## config.mk

```make
export PLATFORM = sky130hd
export DESIGN_NAME = murmur2_hash_stream
export DESIGN_NICKNAME = d
export VERILOG_FILES = /design/src/rtl/mh2_pkg.sv /design/src/rtl/mh2_front.sv /design/src/rtl/mh2_queue.sv /design/src/rtl/mh2_back.sv /design/src/rtl/murmur2_hash_stream.sv
export SDC_FILE = /design/constraint.sdc
export NUM_CORES = 1
export LEC_CHECK = 0
export ABC_AREA = 1
export BUFFER_PORTS_ARGS = -buffer_cell sky130_fd_sc_hd__buf_2
export CAP_MARGIN = 5
export CORE_AREA = 2 2 223 247
export DETAILED_ROUTE_END_ITERATION = 8
export DIE_AREA = 0 0 225 249
export GPL_ROUTABILITY_DRIVEN = 0
export HOLD_SLACK_MARGIN = 0.06
export PLACE_DENSITY = 0.72
export SYNTH_ARGS = -nofsm -noshare
export SYNTH_HDL_FRONTEND = slang
export SYNTH_HIERARCHICAL = 1
export SYNTH_SLANG_ARGS = --single-unit
```

## constraint.sdc

```tcl
create_clock -name clk -period 14.1 [get_ports clk]
set_input_delay 2.82 -clock clk [delete_from_list [all_inputs] [get_ports clk]]
set_output_delay 2.82 -clock clk [all_outputs]
set_load 0.005 [all_outputs]
```

## src/rtl/mh2_pkg.sv

```systemverilog
`timescale 1ns / 1ps
// ----------------------------------------------------------------------------
// mh2_pkg: shared types and constants for the MurmurHash2 stream block
// Multiplier constant, shift amounts, stream packing and the work-queue entry.
// ----------------------------------------------------------------------------
package mh2_pkg;

  localparam logic [31:0] MIX_MUL       = 32'h5bd1e995;
  localparam int          WORD_SHIFT    = 24;
  localparam int          FINAL_SHIFT_A = 13;
  localparam int          FINAL_SHIFT_B = 15;

  // Input tdata: data_word [31:0], valid_bytes [34:32], message_length [66:35]
  localparam int S_TDATA_W = 72;
  localparam int M_TDATA_W = 32;

  localparam int QUEUE_DEPTH_DEF = 4;

  // What the back end has to do with one word
  typedef enum logic [1:0] {
    KIND_FULL = 2'd0,   // full word mix
    KIND_TAIL = 2'd1,   // 1 to 3 trailing bytes
    KIND_NONE = 2'd2    // empty last word
  } kind_t;

  typedef struct packed {
    logic [31:0] word;   // tail bytes already masked
    logic [31:0] init;   // seed ^ length, used when first is set
    kind_t       kind;
    logic        first;
    logic        last;
  } entry_t;

  // Low 32 bits of x * MIX_MUL
  function automatic logic [31:0] mul_m(input logic [31:0] x);
    logic [63:0] p;
    p = {32'd0, x} * {32'd0, MIX_MUL};
    return p[31:0];
  endfunction

endpackage

```

## src/rtl/mh2_front.sv

```systemverilog
`timescale 1ns / 1ps
// ----------------------------------------------------------------------------
// mh2_front: request intake and classification
// Tracks message boundaries, samples the seed on the first word, masks tail
// bytes and pushes one work entry per request into the queue.
// ----------------------------------------------------------------------------
module mh2_front (
  input  logic                            clk,
  input  logic                            rst,
  input  logic                            cfg_we,
  input  logic [31:0]                     cfg_wdata,
  input  logic                            s_axis_tvalid,
  output logic                            s_axis_tready,
  input  logic [mh2_pkg::S_TDATA_W-1:0]   s_axis_tdata,
  input  logic                            s_axis_tlast,
  output logic                            q_push,
  output mh2_pkg::entry_t                 q_data,
  input  logic                            q_full
);
  import mh2_pkg::*;

  logic [31:0] hash_seed;
  logic        in_message;
  logic [31:0] data_word;
  logic [2:0]  valid_bytes;
  logic [31:0] message_length;

  assign data_word      = s_axis_tdata[31:0];
  assign valid_bytes    = s_axis_tdata[34:32];
  assign message_length = s_axis_tdata[66:35];

  assign s_axis_tready = !q_full;
  assign q_push        = s_axis_tvalid && !q_full;

  // Seed register
  always_ff @(posedge clk) begin
    if (rst) begin
      hash_seed <= '0;
    end else if (cfg_we) begin
      hash_seed <= cfg_wdata;
    end
  end

  // Message boundary tracking
  always_ff @(posedge clk) begin
    if (rst) begin
      in_message <= 1'b0;
    end else if (q_push) begin
      in_message <= !s_axis_tlast;
    end
  end

  // Classification; valid byte counts of 4 and above mean a full word
  always_comb begin
    q_data.init  = hash_seed ^ message_length;
    q_data.first = !in_message;
    q_data.last  = s_axis_tlast;
    q_data.word  = data_word;
    q_data.kind  = KIND_FULL;
    if (s_axis_tlast) begin
      unique case (valid_bytes)
        3'd0: begin
          q_data.kind = KIND_NONE;
        end
        3'd1: begin
          q_data.kind = KIND_TAIL;
          q_data.word = {24'd0, data_word[7:0]};
        end
        3'd2: begin
          q_data.kind = KIND_TAIL;
          q_data.word = {16'd0, data_word[15:0]};
        end
        3'd3: begin
          q_data.kind = KIND_TAIL;
          q_data.word = {8'd0, data_word[23:0]};
        end
        default: begin
          q_data.kind = KIND_FULL;
        end
      endcase
    end
  end

endmodule

```

## src/rtl/mh2_queue.sv

```systemverilog
`timescale 1ns / 1ps
// ----------------------------------------------------------------------------
// mh2_queue: work queue between front and back
// Small FIFO of work entries; DEPTH must be a power of two.
// ----------------------------------------------------------------------------
module mh2_queue #(
  parameter int DEPTH = mh2_pkg::QUEUE_DEPTH_DEF
) (
  input  logic            clk,
  input  logic            rst,
  input  logic            push,
  input  mh2_pkg::entry_t push_data,
  output logic            full,
  input  logic            pop,
  output mh2_pkg::entry_t pop_data,
  output logic            empty
);
  import mh2_pkg::*;

  localparam int PTR_W = (DEPTH > 1) ? $clog2(DEPTH) : 1;
  localparam int CNT_W = $clog2(DEPTH + 1);

  entry_t             slots [DEPTH];
  logic [PTR_W-1:0]   wr_ptr;
  logic [PTR_W-1:0]   rd_ptr;
  logic [CNT_W-1:0]   count;
  logic               do_push;
  logic               do_pop;

  assign full     = (count == CNT_W'(DEPTH));
  assign empty    = (count == '0);
  assign do_push  = push && !full;
  assign do_pop   = pop && !empty;
  assign pop_data = slots[rd_ptr];

  // Entry storage
  always_ff @(posedge clk) begin
    if (do_push) begin
      slots[wr_ptr] <= push_data;
    end
  end

  // Pointers and fill count
  always_ff @(posedge clk) begin
    if (rst) begin
      wr_ptr <= '0;
      rd_ptr <= '0;
      count  <= '0;
    end else begin
      if (do_push) begin
        wr_ptr <= wr_ptr + PTR_W'(1);
      end
      if (do_pop) begin
        rd_ptr <= rd_ptr + PTR_W'(1);
      end
      if (do_push && !do_pop) begin
        count <= count + CNT_W'(1);
      end else if (do_pop && !do_push) begin
        count <= count - CNT_W'(1);
      end
    end
  end

endmodule

```

## src/rtl/mh2_back.sv

```systemverilog
`timescale 1ns / 1ps
// ----------------------------------------------------------------------------
// mh2_back: hash sequencer
// Runs word mix, tail and final avalanche steps over one shared constant
// multiplier, and holds the result in the output register.
// ----------------------------------------------------------------------------
module mh2_back (
  input  logic                          clk,
  input  logic                          rst,
  input  mh2_pkg::entry_t               q_data,
  input  logic                          q_empty,
  output logic                          q_pop,
  output logic                          m_axis_tvalid,
  input  logic                          m_axis_tready,
  output logic [mh2_pkg::M_TDATA_W-1:0] m_axis_tdata
);
  import mh2_pkg::*;

  typedef enum logic [5:0] {
    S_IDLE = 6'b000001,
    S_KW   = 6'b000010,   // k = w * M
    S_KK   = 6'b000100,   // k = (k ^ k >> 24) * M
    S_HM   = 6'b001000,   // h = h * M ^ k
    S_AV   = 6'b010000,   // h = (h ^ h >> 13) * M
    S_FIN  = 6'b100000    // h ^ h >> 15 to output
  } state_t;

  state_t      state;
  logic [31:0] acc;
  logic [31:0] k;
  logic [31:0] word_r;
  logic        last_r;
  logic [31:0] h_base;
  logic [31:0] mul_in;
  logic [31:0] prod;
  logic        out_free;

  assign q_pop    = (state == S_IDLE) && !q_empty;
  assign h_base   = q_data.first ? q_data.init : acc;
  assign out_free = !m_axis_tvalid || m_axis_tready;

  // Shared multiplier operand
  always_comb begin
    unique case (state)
      S_KW:    mul_in = word_r;
      S_KK:    mul_in = k ^ (k >> WORD_SHIFT);
      S_AV:    mul_in = acc ^ (acc >> FINAL_SHIFT_A);
      default: mul_in = acc;
    endcase
  end

  assign prod = mul_m(mul_in);

  // Sequencer
  always_ff @(posedge clk) begin
    if (rst) begin
      state <= S_IDLE;
    end else begin
      unique case (state)
        S_IDLE: begin
          if (!q_empty) begin
            unique case (q_data.kind)
              KIND_TAIL: state <= S_HM;
              KIND_NONE: state <= S_AV;
              default:   state <= S_KW;
            endcase
          end
        end
        S_KW:  state <= S_KK;
        S_KK:  state <= S_HM;
        S_HM:  state <= last_r ? S_AV : S_IDLE;
        S_AV:  state <= S_FIN;
        S_FIN: begin
          if (out_free) begin
            state <= S_IDLE;
          end
        end
        default: state <= S_IDLE;
      endcase
    end
  end

  // Datapath registers
  always_ff @(posedge clk) begin
    unique case (state)
      S_IDLE: begin
        if (!q_empty) begin
          word_r <= q_data.word;
          last_r <= q_data.last;
          k      <= '0;
          if (q_data.kind == KIND_TAIL) begin
            acc <= h_base ^ q_data.word;
          end else begin
            acc <= h_base;
          end
        end
      end
      S_KW:    k   <= prod;
      S_KK:    k   <= prod;
      S_HM:    acc <= prod ^ k;
      S_AV:    acc <= prod;
      default: ;
    endcase
  end

  // Output register
  always_ff @(posedge clk) begin
    if (rst) begin
      m_axis_tvalid <= 1'b0;
    end else if (state == S_FIN && out_free) begin
      m_axis_tvalid <= 1'b1;
    end else if (m_axis_tready) begin
      m_axis_tvalid <= 1'b0;
    end
  end

  always_ff @(posedge clk) begin
    if (state == S_FIN && out_free) begin
      m_axis_tdata <= acc ^ (acc >> FINAL_SHIFT_B);
    end
  end

endmodule

```

## src/rtl/murmur2_hash_stream.sv

```systemverilog
`timescale 1ns / 1ps
// ----------------------------------------------------------------------------
// murmur2_hash_stream: streaming 32-bit MurmurHash2
// Front end classifies words, a work queue decouples it from the hash engine.
// ----------------------------------------------------------------------------
// Usage:
//   s_axis carries one little-endian message word per request; tlast marks
//   the final word, whose valid byte count (0..7, 4 and up is full) selects
//   full mix, tail or nothing. The length field is taken on the first word
//   and XORed with the seed (cfg_we / cfg_wdata) to start the hash. An empty
//   message is one tlast request with zero valid bytes.
//   m_axis gives one 32-bit hash per message after its last word.
//   Sequencing: the hash engine handles a full word as pop, two key
//   multiplies and hash multiply, a tail as pop and hash multiply and an
//   empty word as pop alone; after the last word come the avalanche
//   multiply and the final shift into the output register. One shared
//   32x32 multiplier sets this order; a new word is popped only when the
//   engine is idle again, so words queued ahead of a last word delay it.
//   The front accepts requests while the queue has room, so words keep
//   flowing during mixing and while a result waits on m_axis_tready.
//   Reset clears the seed, the queue and any partial message. A stalled
//   receiver holds the result; the engine then halts and the queue fills.
// ----------------------------------------------------------------------------
module murmur2_hash_stream #(
  parameter int QUEUE_DEPTH = mh2_pkg::QUEUE_DEPTH_DEF
) (
  input  logic                          clk,
  input  logic                          rst,
  input  logic                          cfg_we,
  input  logic [31:0]                   cfg_wdata,    // hash_seed
  input  logic                          s_axis_tvalid,
  output logic                          s_axis_tready,
  // data_word [31:0], valid_bytes [34:32], message_length [66:35], zero pad
  input  logic [mh2_pkg::S_TDATA_W-1:0] s_axis_tdata,
  input  logic                          s_axis_tlast, // last_word
  output logic                          m_axis_tvalid,
  input  logic                          m_axis_tready,
  output logic [mh2_pkg::M_TDATA_W-1:0] m_axis_tdata  // hash_result [31:0]
);
  import mh2_pkg::*;

  entry_t push_data;
  entry_t pop_data;
  logic   push;
  logic   pop;
  logic   q_full;
  logic   q_empty;

  mh2_front u_front (
    .clk           (clk),
    .rst           (rst),
    .cfg_we        (cfg_we),
    .cfg_wdata     (cfg_wdata),
    .s_axis_tvalid (s_axis_tvalid),
    .s_axis_tready (s_axis_tready),
    .s_axis_tdata  (s_axis_tdata),
    .s_axis_tlast  (s_axis_tlast),
    .q_push        (push),
    .q_data        (push_data),
    .q_full        (q_full)
  );

  mh2_queue #(
    .DEPTH (QUEUE_DEPTH)
  ) u_queue (
    .clk       (clk),
    .rst       (rst),
    .push      (push),
    .push_data (push_data),
    .full      (q_full),
    .pop       (pop),
    .pop_data  (pop_data),
    .empty     (q_empty)
  );

  mh2_back u_back (
    .clk           (clk),
    .rst           (rst),
    .q_data        (pop_data),
    .q_empty       (q_empty),
    .q_pop         (pop),
    .m_axis_tvalid (m_axis_tvalid),
    .m_axis_tready (m_axis_tready),
    .m_axis_tdata  (m_axis_tdata)
  );

endmodule

```

# --- Word level (Yosys, flattened, before mapping) ---
# Memories as Yosys holds them, arrays and structs flattened. A register that Yosys moved wholly into a read port is not among the register bits.
# Index checks and enable logic that the tools add are counted.
word_totals:
  reg_bits: 176
  latchBits: 0
  ramBits: 272
  rom_bits: 0
  input_bits: 110
  output_inout_bits: 34
  word_cells: 90
  n_memories: 1
op_classes:
  add_sub_neg: 4
  mul: 1
  div_mod_pow: 0
  n_lt_le_gt_ge: 0
  eq_ne: 14
  shifts: 0
  muxes: 24
  bitwise: 7
  n_reduce_logical: 27
mem_list:
  columns: ["name", "depth", "width", "read_ports", "rd_clocked_by_memory_dff", "wr", "line", "source"]
  rows:
  - ["u_queue.slots", 4, 68, 1, 1, 1, "mh2_queue.sv:23", "entry_t slots [DEPTH];"]
ops:
  columns: ["cell", "count"]
  rows:
  - ["case mux 32 bit (3 select lines)", 3]
  - ["2-to-1 mux 32 bit", 5]
  - ["XOR 32 bit", 3]
  - ["case mux 32 bit (2 select lines)", 1]
  - ["case mux 6 bit (6 select lines)", 1]
  - ["multiplier 32 x 31 -> 32 bit, second input constant", 1]
  - ["XOR 32 x 17 -> 32 bit", 1]
  - ["XOR 32 x 19 -> 32 bit", 1]
  - ["XOR 32 x 8 -> 32 bit", 1]
  - ["2-to-1 mux 6 bit", 2]
  - ["case mux 5 bit (2 select lines)", 1]
  - ["AND reduction 2 bit", 4]
  - ["logical AND 1 bit", 7]
  - ["logical NOT 1 bit", 7]
  - ["== test 3 x 2 -> 1 bit, second input constant", 2]
  - ["== test 6 x 1 -> 1 bit, second input constant", 1]
  - ["== test 6 x 2 -> 1 bit, second input constant", 1]
  - ["== test 6 x 3 -> 1 bit, second input constant", 1]
  - ["== test 6 x 4 -> 1 bit, second input constant", 1]
  - ["== test 6 x 5 -> 1 bit, second input constant", 1]
  - ["== test 6 bit, second input constant", 1]
  - ["logical NOT 3 bit", 2]
  - ["2-to-1 mux 2 bit", 3]
  - ["2-to-1 mux 3 bit", 2]
  - ["18 further kinds", 24]

# --- Logic depth before layout (Yosys ltp) ---
depth:
  word_depth: 8
  depth_mapped: 42
  mapped_depth_nobuf: 41

# --- Modules after synthesis ---
# Netlist, hierarchy kept.
modules_own_cells:
  columns: ["module", "instances", "cells_per_inst", "area_each_um2", "seq_area_each_um2"]
  rows:
  - ["mh2_back", 1, 1902, 16691.0, 4013.8]
  - ["mh2_queue", 1, 727, 10547.6, 8348.0]
  - ["mh2_front", 1, 249, 1813.0, 660.6]

# --- Least setup slack after synthesis ---
# No wires, ideal clock.
synth_timing:
  path_kind: "reg-to-reg"
  startpoint: "reg u_back.state[0]"
  endpoint: "reg u_back.acc[27], data pin"
  setup_time_ns: 0.278
  t_arrival_ns: 7.268
  required_time_ns: 13.822
  slack_ns: 6.554
  stages_incl_launch_ff: 34
  n_path_buf: 3
  period_less_slack_ns: 7.546
  cell_sequence: "dfxtp_1 nor2_4 nand3_2 buf_4 inv_2 clkbuf_1 buf_1 nand2_1 o21ai_0 a211oi_1 inv_1 ha_1 nand3b_1 nand2_2 inv_2 ha_1 inv_1 fa_1 inv_1 fa_1 fa_1 inv_1 fa_1 fa_1 fa_1 inv_1 ha_1 nand2_1 nor4_1 nand4_1 nand3_1 xnor2_1 xor2_1 o221ai_1"
synth_via:
  elab_chain_len: 5
  word_cells_on_any_way: 9
  classes_between: "1 x mul; 5 x eq/ne; 2 x mux; 1 x bitwise"
synth_rtl:
  columns: ["element", "line", "source"]
  rows:
  - ["start, declared", "mh2_back.sv:28", "state_t state;"]
  - ["start signal, assigned", "mh2_back.sv:71", "S_HM: state <= last_r ? S_AV : S_IDLE;"]
  - ["== test 6 x 5 -> 1 bit, or another cell as far along", "mh2_back.sv:44, mh2_back.sv:85", null]
  - ["case mux 32 bit (3 select lines)", "mh2_back.sv:44", "unique case (state)"]
  - ["multiplier 32 x 31 -> 32 bit", "mh2_pkg.sv:37", "p = {32'd0, x} * {32'd0, MIX_MUL};"]
  - ["XOR 32 bit", "mh2_back.sv:100", "S_HM: acc <= prod ^ k;"]
  - ["case mux 32 bit (3 select lines) (*)", "mh2_back.sv:85", "unique case (state)"]
  - ["end signal, assigned", "mh2_back.sv:92", "acc <= h_base ^ q_data.word;"]
  - ["end signal, assigned", "mh2_back.sv:100", null]
  - ["end signal, assigned", "mh2_back.sv:101", "S_AV: acc <= prod;"]
  - ["end, declared", "mh2_back.sv:29", "logic [31:0] acc;"]
# Mark *: on every way between the ends. The rest lies on a longest branch, timed or not.
# A chain may end at the register's enable or synchronous reset.

# --- Worst setup path in the final report ---
layout_timing:
  startpoint: "reg u_back.state[0]"
  endpoint: "reg u_back.acc[29], data pin"
# The elaborated chain is that of the path after synthesis.

==> metrics.csv <==
metric,value,unit
outcome,"finished, final reports clean",
post-cts resize count,0,
post-synth top area cell,edfxtp_1,
Mapped Avg Cell Area,10.09,um2
aggregate routed wire length,75780,um
Gate Count Post-Synth,2878,
sequential area share after synthesis,44.83,%
number of I/O port buffers,138,
RR Endpoint,u_back/acc[29],
# DRC,0,
post-synth cell types,55,
max_cap viols,0,
Total Neg Setup Slack,0,ps
worst skew pair latency,550,ps
vias in the first global route,21120,
top cell type's share of synthesized area,41.45,%
Post CTS Setup Buffer Count,0,
most used cell along the critical path,fa_1,
worst min-delay path category,flop to flop,
"top cells by count, synth","inv_1 (544), edfxtp_1 (401), nand2_1 (339)",
Slew @ Worst Pin,1285,ps
Storage cell area,0.01303,mm2
ys async rst share,0,%
WP data required,14500,ps
YS warnings,6,
nets,3489,
multi-input logic area,0.01344,mm2
clk buf depth,3,
startpoint types,flop,
top-count cell post-synth,inv_1,
minimum clock period,10070,ps
Worst Clk Skew,18.78,ps
DP HPWL,55480,um
Layout fillers,4372,
largest net degree at the start of global routing,85,
synthesized cell area,0.02905,mm2
"Reg clk slew, reported paths",70,ps
slew margin rel.,13.84,%
Die ar.,0.05603,mm2
die width,225,um
Hold Crit Endpoint,u_front/in_message,
final setup violating endpoints,0,
Main synth FF type,edfxtp_1,
Clock Tree Root,clkbuf_16,
CTS tree,built,
Fin. Hold Viols,0,
initial antenna violation count,0,
first-pass GRT wire length,117100,um
Crit Path Max Fanout,28,
WP buf/inv,6,
CP arrival,10470,ps
Vias,20730,
Worst path max stage delay,970,ps
DR iter-0 viols,2006,
DRT Pass-1 Iters,5,
ANT cells,0,
Worst Hold Launch,u_front/in_message,
fin. max-slew vios,0,
Synth-to-Final Area Change,8.601,%
WL per Instance,20.52,um
Area contributors post-synth,"edfxtp_1 (41%), fa_1 (12%), ha_1 (9.4%)",
# hold bufs at CTS,0,
total congestion overflow,0,
Placeable Area,0.05334,mm2
TritonCTS Sinks,450,
layout cell share with drive strength beyond 1,9.103,%
slowest cell on the critical path,a211oi_1,
"delay-heaviest family, CP",adder cells,
total track usage,27.39,%
launch point of the worst reg-to-reg path,u_back/state[0],
worst hold slack,490.8,ps
hold-critical path depth,2,
"EDFF count, synth",401,
H-Tree Depth,2,
Initial Utilization,54.47,%
Die Span Y,249,um
FF-to-FF path depth,30,
fin crit share,71.43,%
Post-DRT Antenna Nets,0,
total CTS buffers,41,
io pins,144,
flop2flop setup slack,4030,ps
CP Capture Type,flop,
RSZ-0062 raised after global routing,no,
critical path type,flop to flop,
Rows,89,
net count after synthesis,3387,
fmax,0.09929,GHz
routed vias/inst,5.614,
#FFs+latches synth,450,
-- cell usage in the layout, fill, tap and decap left out, drive strengths merged, types with 3 or more instances in the layout --
cell,count
inv,556
edfxtp,401
nand2,346
nor2,342
o21ai,228
ha,219
fa,180
buf,158
xor2,86
nand3,83
o22ai,68
clkbuf,62
a21oi,56
dfxtp,49
xnor2,46
nand4,24
o211ai,18
nor3,14
o221ai,13
clkinv,10
a211oi,9
o21bai,6
nor3b,4
nand3b,4
or2,4
o2111ai,3
o31ai,3
-- sequential cells by signal (all words and copies together), names as in the netlist, named ones only --
register              count
u_back/k                 32
u_front/hash_seed        32
u_queue/count             3
u_back/state              6
u_back/acc               32
u_back/last_r             1
u_queue/wr_ptr            2
u_queue/slots           272
u_back/m_axis_tdata      32
u_back/m_axis_tvalid      1
u_queue/rd_ptr            2
u_front/in_message        1
u_back/word_r            32
-- kinds of logic after synthesis --
| group | synth area share [%] |
|---|---|
| adder cells (fa/ha/maj) | 21.84 |
| AO/OA/AOI/OAI | 8.118 |
| XOR/XNOR | 3.980 |
| multiplexers | 0.06891 |
| AND/OR/NAND/NOR | 12.02 |
| flip-flops | 44.83 |
| buffers and inverters | 9.152 |
-- layout make-up --
cell class | count | share of cell area, %
Inverter | 556 | 6.631
Clock inverter | 11 | 0.2776
Timing Repair Buffer | 158 | 2.665
Clock buffer | 62 | 3.831
Sequential cell | 450 | 41.29
Tap cell | 682 | 2.705
Multi-Input combinational cell | 1773 | 42.60
-- worst register-to-register path, delay by kind of cell, from the launching register on --
| kind | cells | cell delay (ps) |
|---|---|---|
| compound gates | 4 | 1400 |
| flops | 1 | 350 |
| xor+xnor | 1 | 380 |
| simple gates | 10 | 2870 |
| buf+inv | 6 | 840 |
| fa+ha+maj | 9 | 4080 |
-- metrics by stage --
stage / utilization, % / instances / cell area [um2] / setup slack, ps
after CTS: 59.15 / 3692 / 31550 / 4183
final: 59.15 / 3692 / 31550 / 4028
after detailed placement: 56.72 / 3619 / 30250 / 4231
after global routing: 59.15 / 3692 / 31550 / 3662
after floorplan: - / 2878 / 29050 / 6554
after global placement: 56.72 / 3619 / 30250 / 4304
-- how the worst max path moves through the flow --
stage / slack [ps] / from / cells after the start / to
2_1_floorplan: 6550 / u_back/state[0] / 33 / u_back/acc[27]
3_3_place_gp: 4300 / u_back/state[0] / 29 / u_back/acc[29]
3_5_place_dp: 4230 / u_back/state[0] / 29 / u_back/acc[29]
4_1_cts: 4180 / u_back/state[0] / 30 / u_back/acc[29]
5_1_grt: 3660 / u_back/state[0] / 29 / u_back/acc[27]
6_report: 4030 / u_back/state[0] / 30 / u_back/acc[29]
-- metal layers --
layer	up-vias	track usage (%)	wire [um]
li1	9589	-	-
met2	880	46.86	37260
met1	10060	34.42	29010
met5	-	0	0
met3	195	3.161	5276
met4	0	13.66	4228
Power is left out: the tool's default activity adds up to more than one toggle a clock period on the data nets, which glitch-free logic cannot reach.
